--- src/lfps_pkg.sv ---
package lfps_pkg;

  localparam int unsigned SampleW = 8;
  localparam int unsigned SumW    = 10;
  localparam int unsigned GainW   = 16;
  localparam int unsigned ErrW    = 10;
  localparam int unsigned DiffW   = 11;
  localparam int unsigned IntegW  = 16;
  localparam int unsigned NumW    = 18;
  localparam int unsigned QuoW    = 8;
  localparam int unsigned MulW    = 17;
  localparam int unsigned ProdW   = 2 * MulW;
  localparam int unsigned AccW    = 36;
  localparam int unsigned PaddrW  = 4;
  localparam int unsigned DataW   = 32;

  localparam logic [SumW-1:0]  ThresholdRst = 10'd200;
  localparam logic [GainW-1:0] GainPRst     = 16'd461;
  localparam logic [GainW-1:0] GainIRst     = 16'd0;
  localparam logic [GainW-1:0] GainDRst     = 16'd1216;

  localparam logic [1:0] RegThreshold = 2'd0;
  localparam logic [1:0] RegGainP     = 2'd1;
  localparam logic [1:0] RegGainI     = 2'd2;
  localparam logic [1:0] RegGainD     = 2'd3;

  localparam logic [7:0] SetPoint     = 8'd250;
  localparam logic [7:0] FullDuty     = 8'd255;
  localparam logic [7:0] JunctionDutyA = 8'd252;
  localparam logic [7:0] JunctionDutyB = 8'd255;

  typedef struct packed {
    logic [SampleW-1:0] center_sample;
    logic [SampleW-1:0] left_sample;
    logic [SampleW-1:0] right_sample;
  } in_item_t;

  typedef struct packed {
    logic [7:0] pwm_channel_a;
    logic [7:0] pwm_channel_b;
    logic       junction_stop;
  } out_item_t;

  typedef struct packed {
    logic [SumW-1:0]  junction_threshold;
    logic [GainW-1:0] gain_p;
    logic [GainW-1:0] gain_i;
    logic [GainW-1:0] gain_d;
  } cfg_t;

  typedef enum logic [3:0] {
    StIdle,
    StSetup,
    StDiv,
    StUpdate,
    StMulP,
    StMulI,
    StMulD,
    StAcc,
    StFinish
  } state_e;

  typedef enum logic [1:0] {
    MulSelP,
    MulSelI,
    MulSelD
  } mul_sel_e;

  typedef struct packed {
    logic     load_in;
    logic     setup;
    logic     div_step;
    logic     update;
    logic     mul_en;
    mul_sel_e mul_sel;
    logic     acc_add;
    logic     finish;
  } cmd_t;

  typedef struct packed {
    logic junction;
    logic div_last;
  } status_t;

endpackage

--- src/lfps_ctrl.sv ---
module lfps_ctrl import lfps_pkg::*; (
  input  logic    clk_i,
  input  logic    rst_ni,
  input  logic    in_valid_i,
  output logic    in_ready_o,
  output logic    out_valid_o,
  input  logic    out_ready_i,
  input  status_t status_i,
  output cmd_t    cmd_o
);

  state_e state_q, state_d;
  logic   out_valid_q, out_valid_d;

  always_ff @(posedge clk_i or negedge rst_ni) begin
    if (!rst_ni) begin
      state_q     <= StIdle;
      out_valid_q <= 1'b0;
    end else begin
      state_q     <= state_d;
      out_valid_q <= out_valid_d;
    end
  end

  always_comb begin
    state_d     = state_q;
    cmd_o       = '0;
    cmd_o.mul_sel = MulSelP;
    in_ready_o  = 1'b0;
    out_valid_d = out_valid_q;
    if (out_valid_q && out_ready_i) begin
      out_valid_d = 1'b0;
    end
    unique case (state_q)
      StIdle: begin
        in_ready_o = 1'b1;
        if (in_valid_i) begin
          cmd_o.load_in = 1'b1;
          state_d       = StSetup;
        end
      end
      StSetup: begin
        cmd_o.setup = 1'b1;
        state_d     = status_i.junction ? StFinish : StDiv;
      end
      StDiv: begin
        cmd_o.div_step = 1'b1;
        if (status_i.div_last) begin
          state_d = StUpdate;
        end
      end
      StUpdate: begin
        cmd_o.update = 1'b1;
        state_d      = StMulP;
      end
      StMulP: begin
        cmd_o.mul_en  = 1'b1;
        cmd_o.mul_sel = MulSelP;
        state_d       = StMulI;
      end
      StMulI: begin
        cmd_o.mul_en  = 1'b1;
        cmd_o.mul_sel = MulSelI;
        cmd_o.acc_add = 1'b1;
        state_d       = StMulD;
      end
      StMulD: begin
        cmd_o.mul_en  = 1'b1;
        cmd_o.mul_sel = MulSelD;
        cmd_o.acc_add = 1'b1;
        state_d       = StAcc;
      end
      StAcc: begin
        cmd_o.acc_add = 1'b1;
        state_d       = StFinish;
      end
      StFinish: begin
        // The result register is loaded once the previous result has gone.
        if (!out_valid_q || out_ready_i) begin
          cmd_o.finish = 1'b1;
          out_valid_d  = 1'b1;
          state_d      = StIdle;
        end
      end
      default: begin
        state_d = StIdle;
      end
    endcase
  end

  assign out_valid_o = out_valid_q;

endmodule

--- src/lfps_dp.sv ---
module lfps_dp import lfps_pkg::*; (
  input  logic      clk_i,
  input  logic      rst_ni,
  input  cfg_t      cfg_i,
  input  in_item_t  in_data_i,
  input  cmd_t      cmd_i,
  output status_t   status_o,
  output out_item_t out_data_o
);

  localparam logic signed [AccW-1:0] CorrMax = 36'sd255;
  localparam logic signed [AccW-1:0] CorrMin = -36'sd255;
  localparam logic signed [IntegW:0] IntegMax = 17'sd32767;
  localparam logic signed [IntegW:0] IntegMin = -17'sd32768;

  logic [SampleW-1:0] center_q, left_q, right_q;
  logic [SumW-1:0]    sum_q;
  logic [QuoW-1:0]    numlo_q;
  logic [SumW-1:0]    rem_q;
  logic [QuoW-1:0]    quo_q;
  logic [2:0]         cnt_q;
  logic               zero_q, jct_q, side_right_q;
  logic signed [ErrW-1:0]   p_q, prev_q;
  logic signed [DiffW-1:0]  d_q;
  logic signed [IntegW-1:0] integ_q;
  logic signed [ProdW-1:0]  prod_q;
  logic signed [AccW-1:0]   acc_q;
  out_item_t                out_q;

  logic [SumW-1:0]    sum_w, wsum_w;
  logic [SampleW-1:0] side_w;
  logic               use_right_w;
  logic [NumW-1:0]    num_w;
  logic [SumW+1:0]    trial_w;
  logic signed [ErrW-1:0]   p_w;
  logic signed [IntegW:0]   integ_sum_w;
  logic signed [IntegW-1:0] integ_w;
  logic signed [MulW-1:0]   mul_a_w, mul_b_w;
  logic signed [AccW-1:0]   acc_adj_w, corr_w;
  logic [7:0]               mag_w, duty_w;
  out_item_t                out_w;

  always_comb begin
    sum_w       = SumW'(center_q) + SumW'(left_q) + SumW'(right_q);
    use_right_w = (right_q <= left_q);
    side_w      = use_right_w ? right_q : left_q;
    wsum_w      = {side_w, 1'b0} + SumW'(center_q);
    num_w       = NumW'(wsum_w) * NumW'(SetPoint);
  end

  assign status_o.junction = (sum_w >= cfg_i.junction_threshold);
  assign status_o.div_last = (cnt_q == 3'd7);

  // Restoring division: the quotient never exceeds the set point, so the
  // upper numerator bits start below the divisor and eight steps suffice.
  assign trial_w = {1'b0, rem_q, numlo_q[QuoW-1]} - {2'b00, sum_q};

  always_comb begin
    p_w = zero_q ? '0 : $signed({2'b00, quo_q} - {2'b00, SetPoint});
    integ_sum_w = {integ_q[IntegW-1], integ_q} + {{(IntegW+1-ErrW){p_w[ErrW-1]}}, p_w};
    if (integ_sum_w > IntegMax) begin
      integ_w = IntegMax[IntegW-1:0];
    end else if (integ_sum_w < IntegMin) begin
      integ_w = IntegMin[IntegW-1:0];
    end else begin
      integ_w = integ_sum_w[IntegW-1:0];
    end
  end

  always_comb begin
    unique case (cmd_i.mul_sel)
      MulSelP: begin
        mul_a_w = {{(MulW-ErrW){p_q[ErrW-1]}}, p_q};
        mul_b_w = {1'b0, cfg_i.gain_p};
      end
      MulSelI: begin
        mul_a_w = {integ_q[IntegW-1], integ_q};
        mul_b_w = {1'b0, cfg_i.gain_i};
      end
      MulSelD: begin
        mul_a_w = {{(MulW-DiffW){d_q[DiffW-1]}}, d_q};
        mul_b_w = {1'b0, cfg_i.gain_d};
      end
      default: begin
        mul_a_w = '0;
        mul_b_w = '0;
      end
    endcase
  end

  // Division by 256 rounds toward zero via a bias of 255 on negative sums.
  always_comb begin
    acc_adj_w = acc_q[AccW-1] ? acc_q + 36'sd255 : acc_q;
    corr_w    = acc_adj_w >>> 8;
    if (corr_w > CorrMax) begin
      corr_w = CorrMax;
    end else if (corr_w < CorrMin) begin
      corr_w = CorrMin;
    end
    mag_w  = corr_w[AccW-1] ? 8'(-corr_w) : corr_w[7:0];
    duty_w = FullDuty - mag_w;
    out_w.pwm_channel_a = FullDuty;
    out_w.pwm_channel_b = FullDuty;
    out_w.junction_stop = 1'b0;
    if (jct_q) begin
      out_w.pwm_channel_a = JunctionDutyA;
      out_w.pwm_channel_b = JunctionDutyB;
      out_w.junction_stop = 1'b1;
    end else if (side_right_q == corr_w[AccW-1]) begin
      out_w.pwm_channel_a = duty_w;
    end else begin
      out_w.pwm_channel_b = duty_w;
    end
  end

  always_ff @(posedge clk_i or negedge rst_ni) begin
    if (!rst_ni) begin
      prev_q  <= '0;
      integ_q <= '0;
    end else if (cmd_i.setup && status_o.junction) begin
      prev_q  <= '0;
      integ_q <= '0;
    end else if (cmd_i.update) begin
      prev_q  <= p_w;
      integ_q <= integ_w;
    end
  end

  always_ff @(posedge clk_i) begin
    if (cmd_i.load_in) begin
      center_q <= in_data_i.center_sample;
      left_q   <= in_data_i.left_sample;
      right_q  <= in_data_i.right_sample;
    end
    if (cmd_i.setup) begin
      sum_q        <= sum_w;
      rem_q        <= num_w[NumW-1:QuoW];
      numlo_q      <= num_w[QuoW-1:0];
      quo_q        <= '0;
      cnt_q        <= '0;
      zero_q       <= (sum_w == '0);
      jct_q        <= status_o.junction;
      side_right_q <= use_right_w;
    end
    if (cmd_i.div_step) begin
      cnt_q   <= cnt_q + 3'd1;
      numlo_q <= {numlo_q[QuoW-2:0], 1'b0};
      if (!trial_w[SumW+1]) begin
        rem_q <= trial_w[SumW-1:0];
        quo_q <= {quo_q[QuoW-2:0], 1'b1};
      end else begin
        rem_q <= {rem_q[SumW-2:0], numlo_q[QuoW-1]};
        quo_q <= {quo_q[QuoW-2:0], 1'b0};
      end
    end
    if (cmd_i.update) begin
      p_q   <= p_w;
      d_q   <= {p_w[ErrW-1], p_w} - {prev_q[ErrW-1], prev_q};
      acc_q <= '0;
    end
    if (cmd_i.mul_en) begin
      prod_q <= mul_a_w * mul_b_w;
    end
    if (cmd_i.acc_add) begin
      acc_q <= acc_q + {{(AccW-ProdW){prod_q[ProdW-1]}}, prod_q};
    end
    if (cmd_i.finish) begin
      out_q <= out_w;
    end
  end

  assign out_data_o = out_q;

endmodule

--- src/line_follow_pd_steering_core.sv ---
// Line-follow steering controller. Each input transfer carries three line-sensor
// samples and yields exactly one output transfer with two motor duties and a
// junction flag. A sensor sum at or above the junction threshold stops the
// motors (duties 252/255) and clears the controller state; otherwise the line
// position is divided by the sensor sum in an 8-step serial divider and a PID
// correction is built with one shared 17x17 multiplier for the P, I and D terms.
// After acceptance an item passes through setup, the divider steps, the error
// update, the P, I and D products and the accumulation; only then is its result
// loaded and the next item can be taken (a junction item goes from setup to loading).
// A new item is accepted while the previous result still waits in the output
// register, but its own result is held back until that transfer has taken place.
// Registers sit on the APB port at byte offsets 0x0 (junction threshold),
// 0x4 (P gain), 0x8 (I gain) and 0xC (D gain), gains in unsigned Q8.8.
module line_follow_pd_steering_core import lfps_pkg::*; (
  input  logic              clk_i,
  input  logic              rst_ni,
  input  logic              in_valid_i,
  output logic              in_ready_o,
  input  in_item_t          in_data_i,
  output logic              out_valid_o,
  input  logic              out_ready_i,
  output out_item_t         out_data_o,
  input  logic              psel,
  input  logic              penable,
  input  logic              pwrite,
  input  logic [PaddrW-1:0] paddr,
  input  logic [DataW-1:0]  pwdata,
  output logic [DataW-1:0]  prdata,
  output logic              pready
);

  cfg_t    cfg_q;
  cmd_t    cmd;
  status_t status;
  logic    wr_en;

  assign pready = 1'b1;
  assign wr_en  = psel && penable && pwrite;

  always_ff @(posedge clk_i or negedge rst_ni) begin
    if (!rst_ni) begin
      cfg_q.junction_threshold <= ThresholdRst;
      cfg_q.gain_p             <= GainPRst;
      cfg_q.gain_i             <= GainIRst;
      cfg_q.gain_d             <= GainDRst;
    end else if (wr_en) begin
      unique case (paddr[3:2])
        RegThreshold: cfg_q.junction_threshold <= pwdata[SumW-1:0];
        RegGainP:     cfg_q.gain_p             <= pwdata[GainW-1:0];
        RegGainI:     cfg_q.gain_i             <= pwdata[GainW-1:0];
        RegGainD:     cfg_q.gain_d             <= pwdata[GainW-1:0];
        default: begin
        end
      endcase
    end
  end

  always_comb begin
    unique case (paddr[3:2])
      RegThreshold: prdata = DataW'(cfg_q.junction_threshold);
      RegGainP:     prdata = DataW'(cfg_q.gain_p);
      RegGainI:     prdata = DataW'(cfg_q.gain_i);
      RegGainD:     prdata = DataW'(cfg_q.gain_d);
      default:      prdata = '0;
    endcase
  end

  lfps_ctrl u_ctrl (
    .clk_i       (clk_i),
    .rst_ni      (rst_ni),
    .in_valid_i  (in_valid_i),
    .in_ready_o  (in_ready_o),
    .out_valid_o (out_valid_o),
    .out_ready_i (out_ready_i),
    .status_i    (status),
    .cmd_o       (cmd)
  );

  lfps_dp u_dp (
    .clk_i      (clk_i),
    .rst_ni     (rst_ni),
    .cfg_i      (cfg_q),
    .in_data_i  (in_data_i),
    .cmd_i      (cmd),
    .status_o   (status),
    .out_data_o (out_data_o)
  );

endmodule
--- config.mk ---
export PLATFORM = sky130hd
export DESIGN_NAME = line_follow_pd_steering_core
export DESIGN_NICKNAME = d
export VERILOG_FILES = /design/src/lfps_pkg.sv /design/src/lfps_ctrl.sv /design/src/lfps_dp.sv /design/src/line_follow_pd_steering_core.sv
export SDC_FILE = /design/constraint.sdc
export NUM_CORES = 1
export LEC_CHECK = 0
export ABC_CLOCK_PERIOD_IN_PS = 9690
export BUFFER_PORTS_ARGS = -buffer_cell sky130_fd_sc_hd__buf_4
export CORE_AREA = 5 5 214 216
export CTS_CLUSTER_SIZE = 28
export DETAILED_ROUTE_END_ITERATION = 10
export DIE_AREA = 0 0 219 221
export PLACE_DENSITY = 0.82
export SYNTH_ARGS = -nofsm -noshare
export SYNTH_HDL_FRONTEND = slang
export SYNTH_SLANG_ARGS = --single-unit
--- constraint.sdc ---
create_clock -name clk_i -period 9.69 [get_ports clk_i]
set_input_delay 0.969 -clock clk_i [delete_from_list [all_inputs] [get_ports clk_i]]
set_output_delay 0.969 -clock clk_i [all_outputs]
set_load 0.01 [all_outputs]
==> results.toml <==
[cts]
tritoncts = "built"
cts-root-buf = "sky130_fd_sc_hd__clkbuf_16"
clock_sinks = 260
clock_transition_time_at_the_flip_flop_clock_pins_of_the_worst_setup_and_hold_paths_ps = 60
clkLatencyLatePin_ps = 600
cts-htree-levels = 1
post_cts_resized = 0
clockBufferDepth = 3
cts-hold-fix-buffers = 0
cts-buffers-inserted = 31
cts_post_setup_buffers_inserted = 0

[floorplan]
core.rowCount = 77
ios = 119
design.core.area_sq_um = 43700
die_height_um = 221
dieWidth_um = 219
floorplan.initialDensity = 0.633
dieArea_sq_um = 48400

[place]
gp_congestion = 0.940
placedCellCount = 3483
post_dp_cell_area_sq_um = 29000
port_buffers = 83
dp.final_hpwl_um = 52800
pre_cts_ws_ps = 879

[timing]
fin_skew_ps = 25.1
max_transition_viols_final = 0
setup_slack_ps = 784
fmax_mhz = 112
min_period_over_period = 0.919
max-slew-margin-rel = 0.130
hold_viol = 0
finalCriticalPeriod_ps = 8910
rsz0062_at_grt = "false"
fin_setup_tns_ps = 0
final-setup-viol-count = 0
timing_worst_slew_pin_value_ps = 1310

[synth]
synth_most_common_cell = "sky130_fd_sc_hd__inv_1"
synth-edff-count = 172
netlist-cell-type-count = 84
synth_largest_area_cell = "sky130_fd_sc_hd__fa_1"
post-synth-top-area-fraction = 0.221
synth_top_cells_by_area = "sky130_fd_sc_hd__fa_1 (22%), sky130_fd_sc_hd__edfxtp_1 (19%), sky130_fd_sc_hd__ha_1 (11%), sky130_fd_sc_hd__dfrtp_1 (6.9%), sky130_fd_sc_hd__inv_1 (6.8%)"
synth_seq_cells = 260
asyncSetResetFlopFracSynth = 0.338
netlist_top_cells_count = "sky130_fd_sc_hd__inv_1 (501), sky130_fd_sc_hd__fa_1 (306), sky130_fd_sc_hd__nand2_1 (249)"
yosysSeqAreaShare = 0.267
syn-instance-count = 2839
avgSynthCellArea_sq_um = 9.75
synthesis.area_sq_um = 27700
ys.flop_type = "sky130_fd_sc_hd__edfxtp_1"
yosys_warnings = 0

[layout]
antenna-diode-count = 0
final_cells = 3540
layout_cells_sized_above_1 = 0.0977
num-nets-final = 3540
post-route-cell-area_sq_um = 30000
syn_to_final_growth_pct = 8.51

[routing]
drt-initial-drc-count = 1764
detail_route.wl_per_cell_um = 18.9
dr_total_vias = 21000
drt-total-wl_um = 67100
antenna_left = 0
vias_per_cell = 5.94
drc = 0
drt-pass1-iter-count = 6

[run]
cap_viol_max_count = 0

[worst_hold_path]
holdCritPathClass = "primary input to async pin"

[global_routing]
grt_max_degree = 71
number_of_antenna_violations_at_the_first_check_in_global_routing = 0
grt_remaining_overflow = 0
first_global_vias = 22300
grt_use_total = 0.277
grt_first_pass_wirelength_um = 110000

[worst_setup_path]
critical_path.max_fanout = 19
timing.critical_path.mode_cell = "sky130_fd_sc_hd__fa_1"
reg2reg_slack_ps = 780
top_family_by_delay_on_critical_path = "adder cells"
path_buf_inv = 5
critPathArrivalTime_ps = 9210
worst_ep_required_time_ps = 9990
setup.worst_path.start_class = "register"
ff2ff_path_depth = 25
end_kind = "register"
cpPeakStageDelay_ps = 760
timing.critical_path.slowest_stage_cell = "sky130_fd_sc_hd__o221ai_1"
crit-reg2reg-launch = "u_ctrl.state_q[0]"
worst_r2r_endpoint = "u_dp.prod_q[32]"
timing_worst_setup_path_type = "register to register"

[run_status]
outcome = "completed"
[through the flow]
step,hold WS (ps),utilization
after floorplan,424,-
final,246,0.687
after detailed placement,482,0.664
after CTS,241,0.687
after global placement,482,0.664
after global routing,257,0.687
[cell families (layout without fill, tap and decap cells)]
logic type | Yosys count | count (layout) | synth area share
compound gates | 522 | 522 | 0.126
simple gates | 703 | 703 | 0.114
fa+ha+maj | 549 | 549 | 0.331
xor+xnor | 123 | 123 | 0.0392
mux | 89 | 89 | 0.0396
flops | 260 | 260 | 0.267
buf+inv | 591 | 685 | 0.0829
other cells | 2 | 17 | 0.000271
[final cells by class]
| type | count | area, sq um |
|---|---|---|
| fill | 3256 | 13700 |
| clock inverter | 13 | 116 |
| inverter | 502 | 1880 |
| sequential | 260 | 7380 |
| multi-input combinational | 2003 | 18100 |
| clock buffer | 44 | 866 |
| timing repair buffer | 126 | 946 |
| tap | 592 | 741 |
[state kept, by name (all words and copies together) (netlist names)]
| register | cells |
|---|---|
| u_dp.integ_q | 16 |
| u_dp.cnt_q | 3 |
| cfg_q | 58 |
| u_dp.out_data_o | 17 |
| u_dp.quo_q | 8 |
| u_ctrl.state_q | 4 |
| u_ctrl.out_valid_o | 1 |
| u_dp.acc_q | 36 |
| u_dp.jct_q | 1 |
| u_dp.p_q | 9 |
| u_dp.side_right_q | 1 |
| u_dp.center_q | 8 |
| u_dp.right_q | 8 |
| u_dp.sum_q | 10 |
| u_dp.left_q | 8 |
| u_dp.rem_q | 10 |
| u_dp.prev_q | 9 |
| u_dp.numlo_q | 7 |
| u_dp.prod_q | 34 |
| u_dp.zero_q | 1 |
| u_dp.d_q | 11 |
[layer usage]
metal,GRT usage,up-vias,share of wire
li1,-,9638,-
met1,0.368,10300,0.40
met2,0.462,879,0.48
met3,0.0507,181,0.077
met4,0.0924,0,0.038
met5,0,-,0
[placed cells by master (no fill, tap or decap), drive strengths merged, types with 70 or more instances in the layout]
cell	synthesis	layout
a21oi	129	129
edfxtp	172	172
nand2	249	249
fa	306	306
o21ai	85	85
buf	26	126
inv	502	504
ha	243	243
xnor2	76	76
a21o	70	70
nor2	231	231
dfrtp	76	76
[how the worst max path moves through the flow]
stage / startpoint / to / slack, ps / cells past startpoint
4_1_cts: u_ctrl.state_q[3] / u_dp.prod_q[33] / 860 / 24
6_report: u_ctrl.state_q[0] / u_dp.prod_q[32] / 780 / 25
3_5_place_dp: u_ctrl.state_q[3] / u_dp.prod_q[33] / 880 / 24
3_3_place_gp: u_ctrl.state_q[3] / u_dp.prod_q[32] / 1230 / 28
2_1_floorplan: u_ctrl.state_q[3] / u_dp.prod_q[32] / 1870 / 29
5_1_grt: u_ctrl.state_q[3] / u_dp.prod_q[33] / 330 / 24
Power is not shown: default switching activity piles up to over one toggle a cycle in this logic, so the estimate is an artifact.
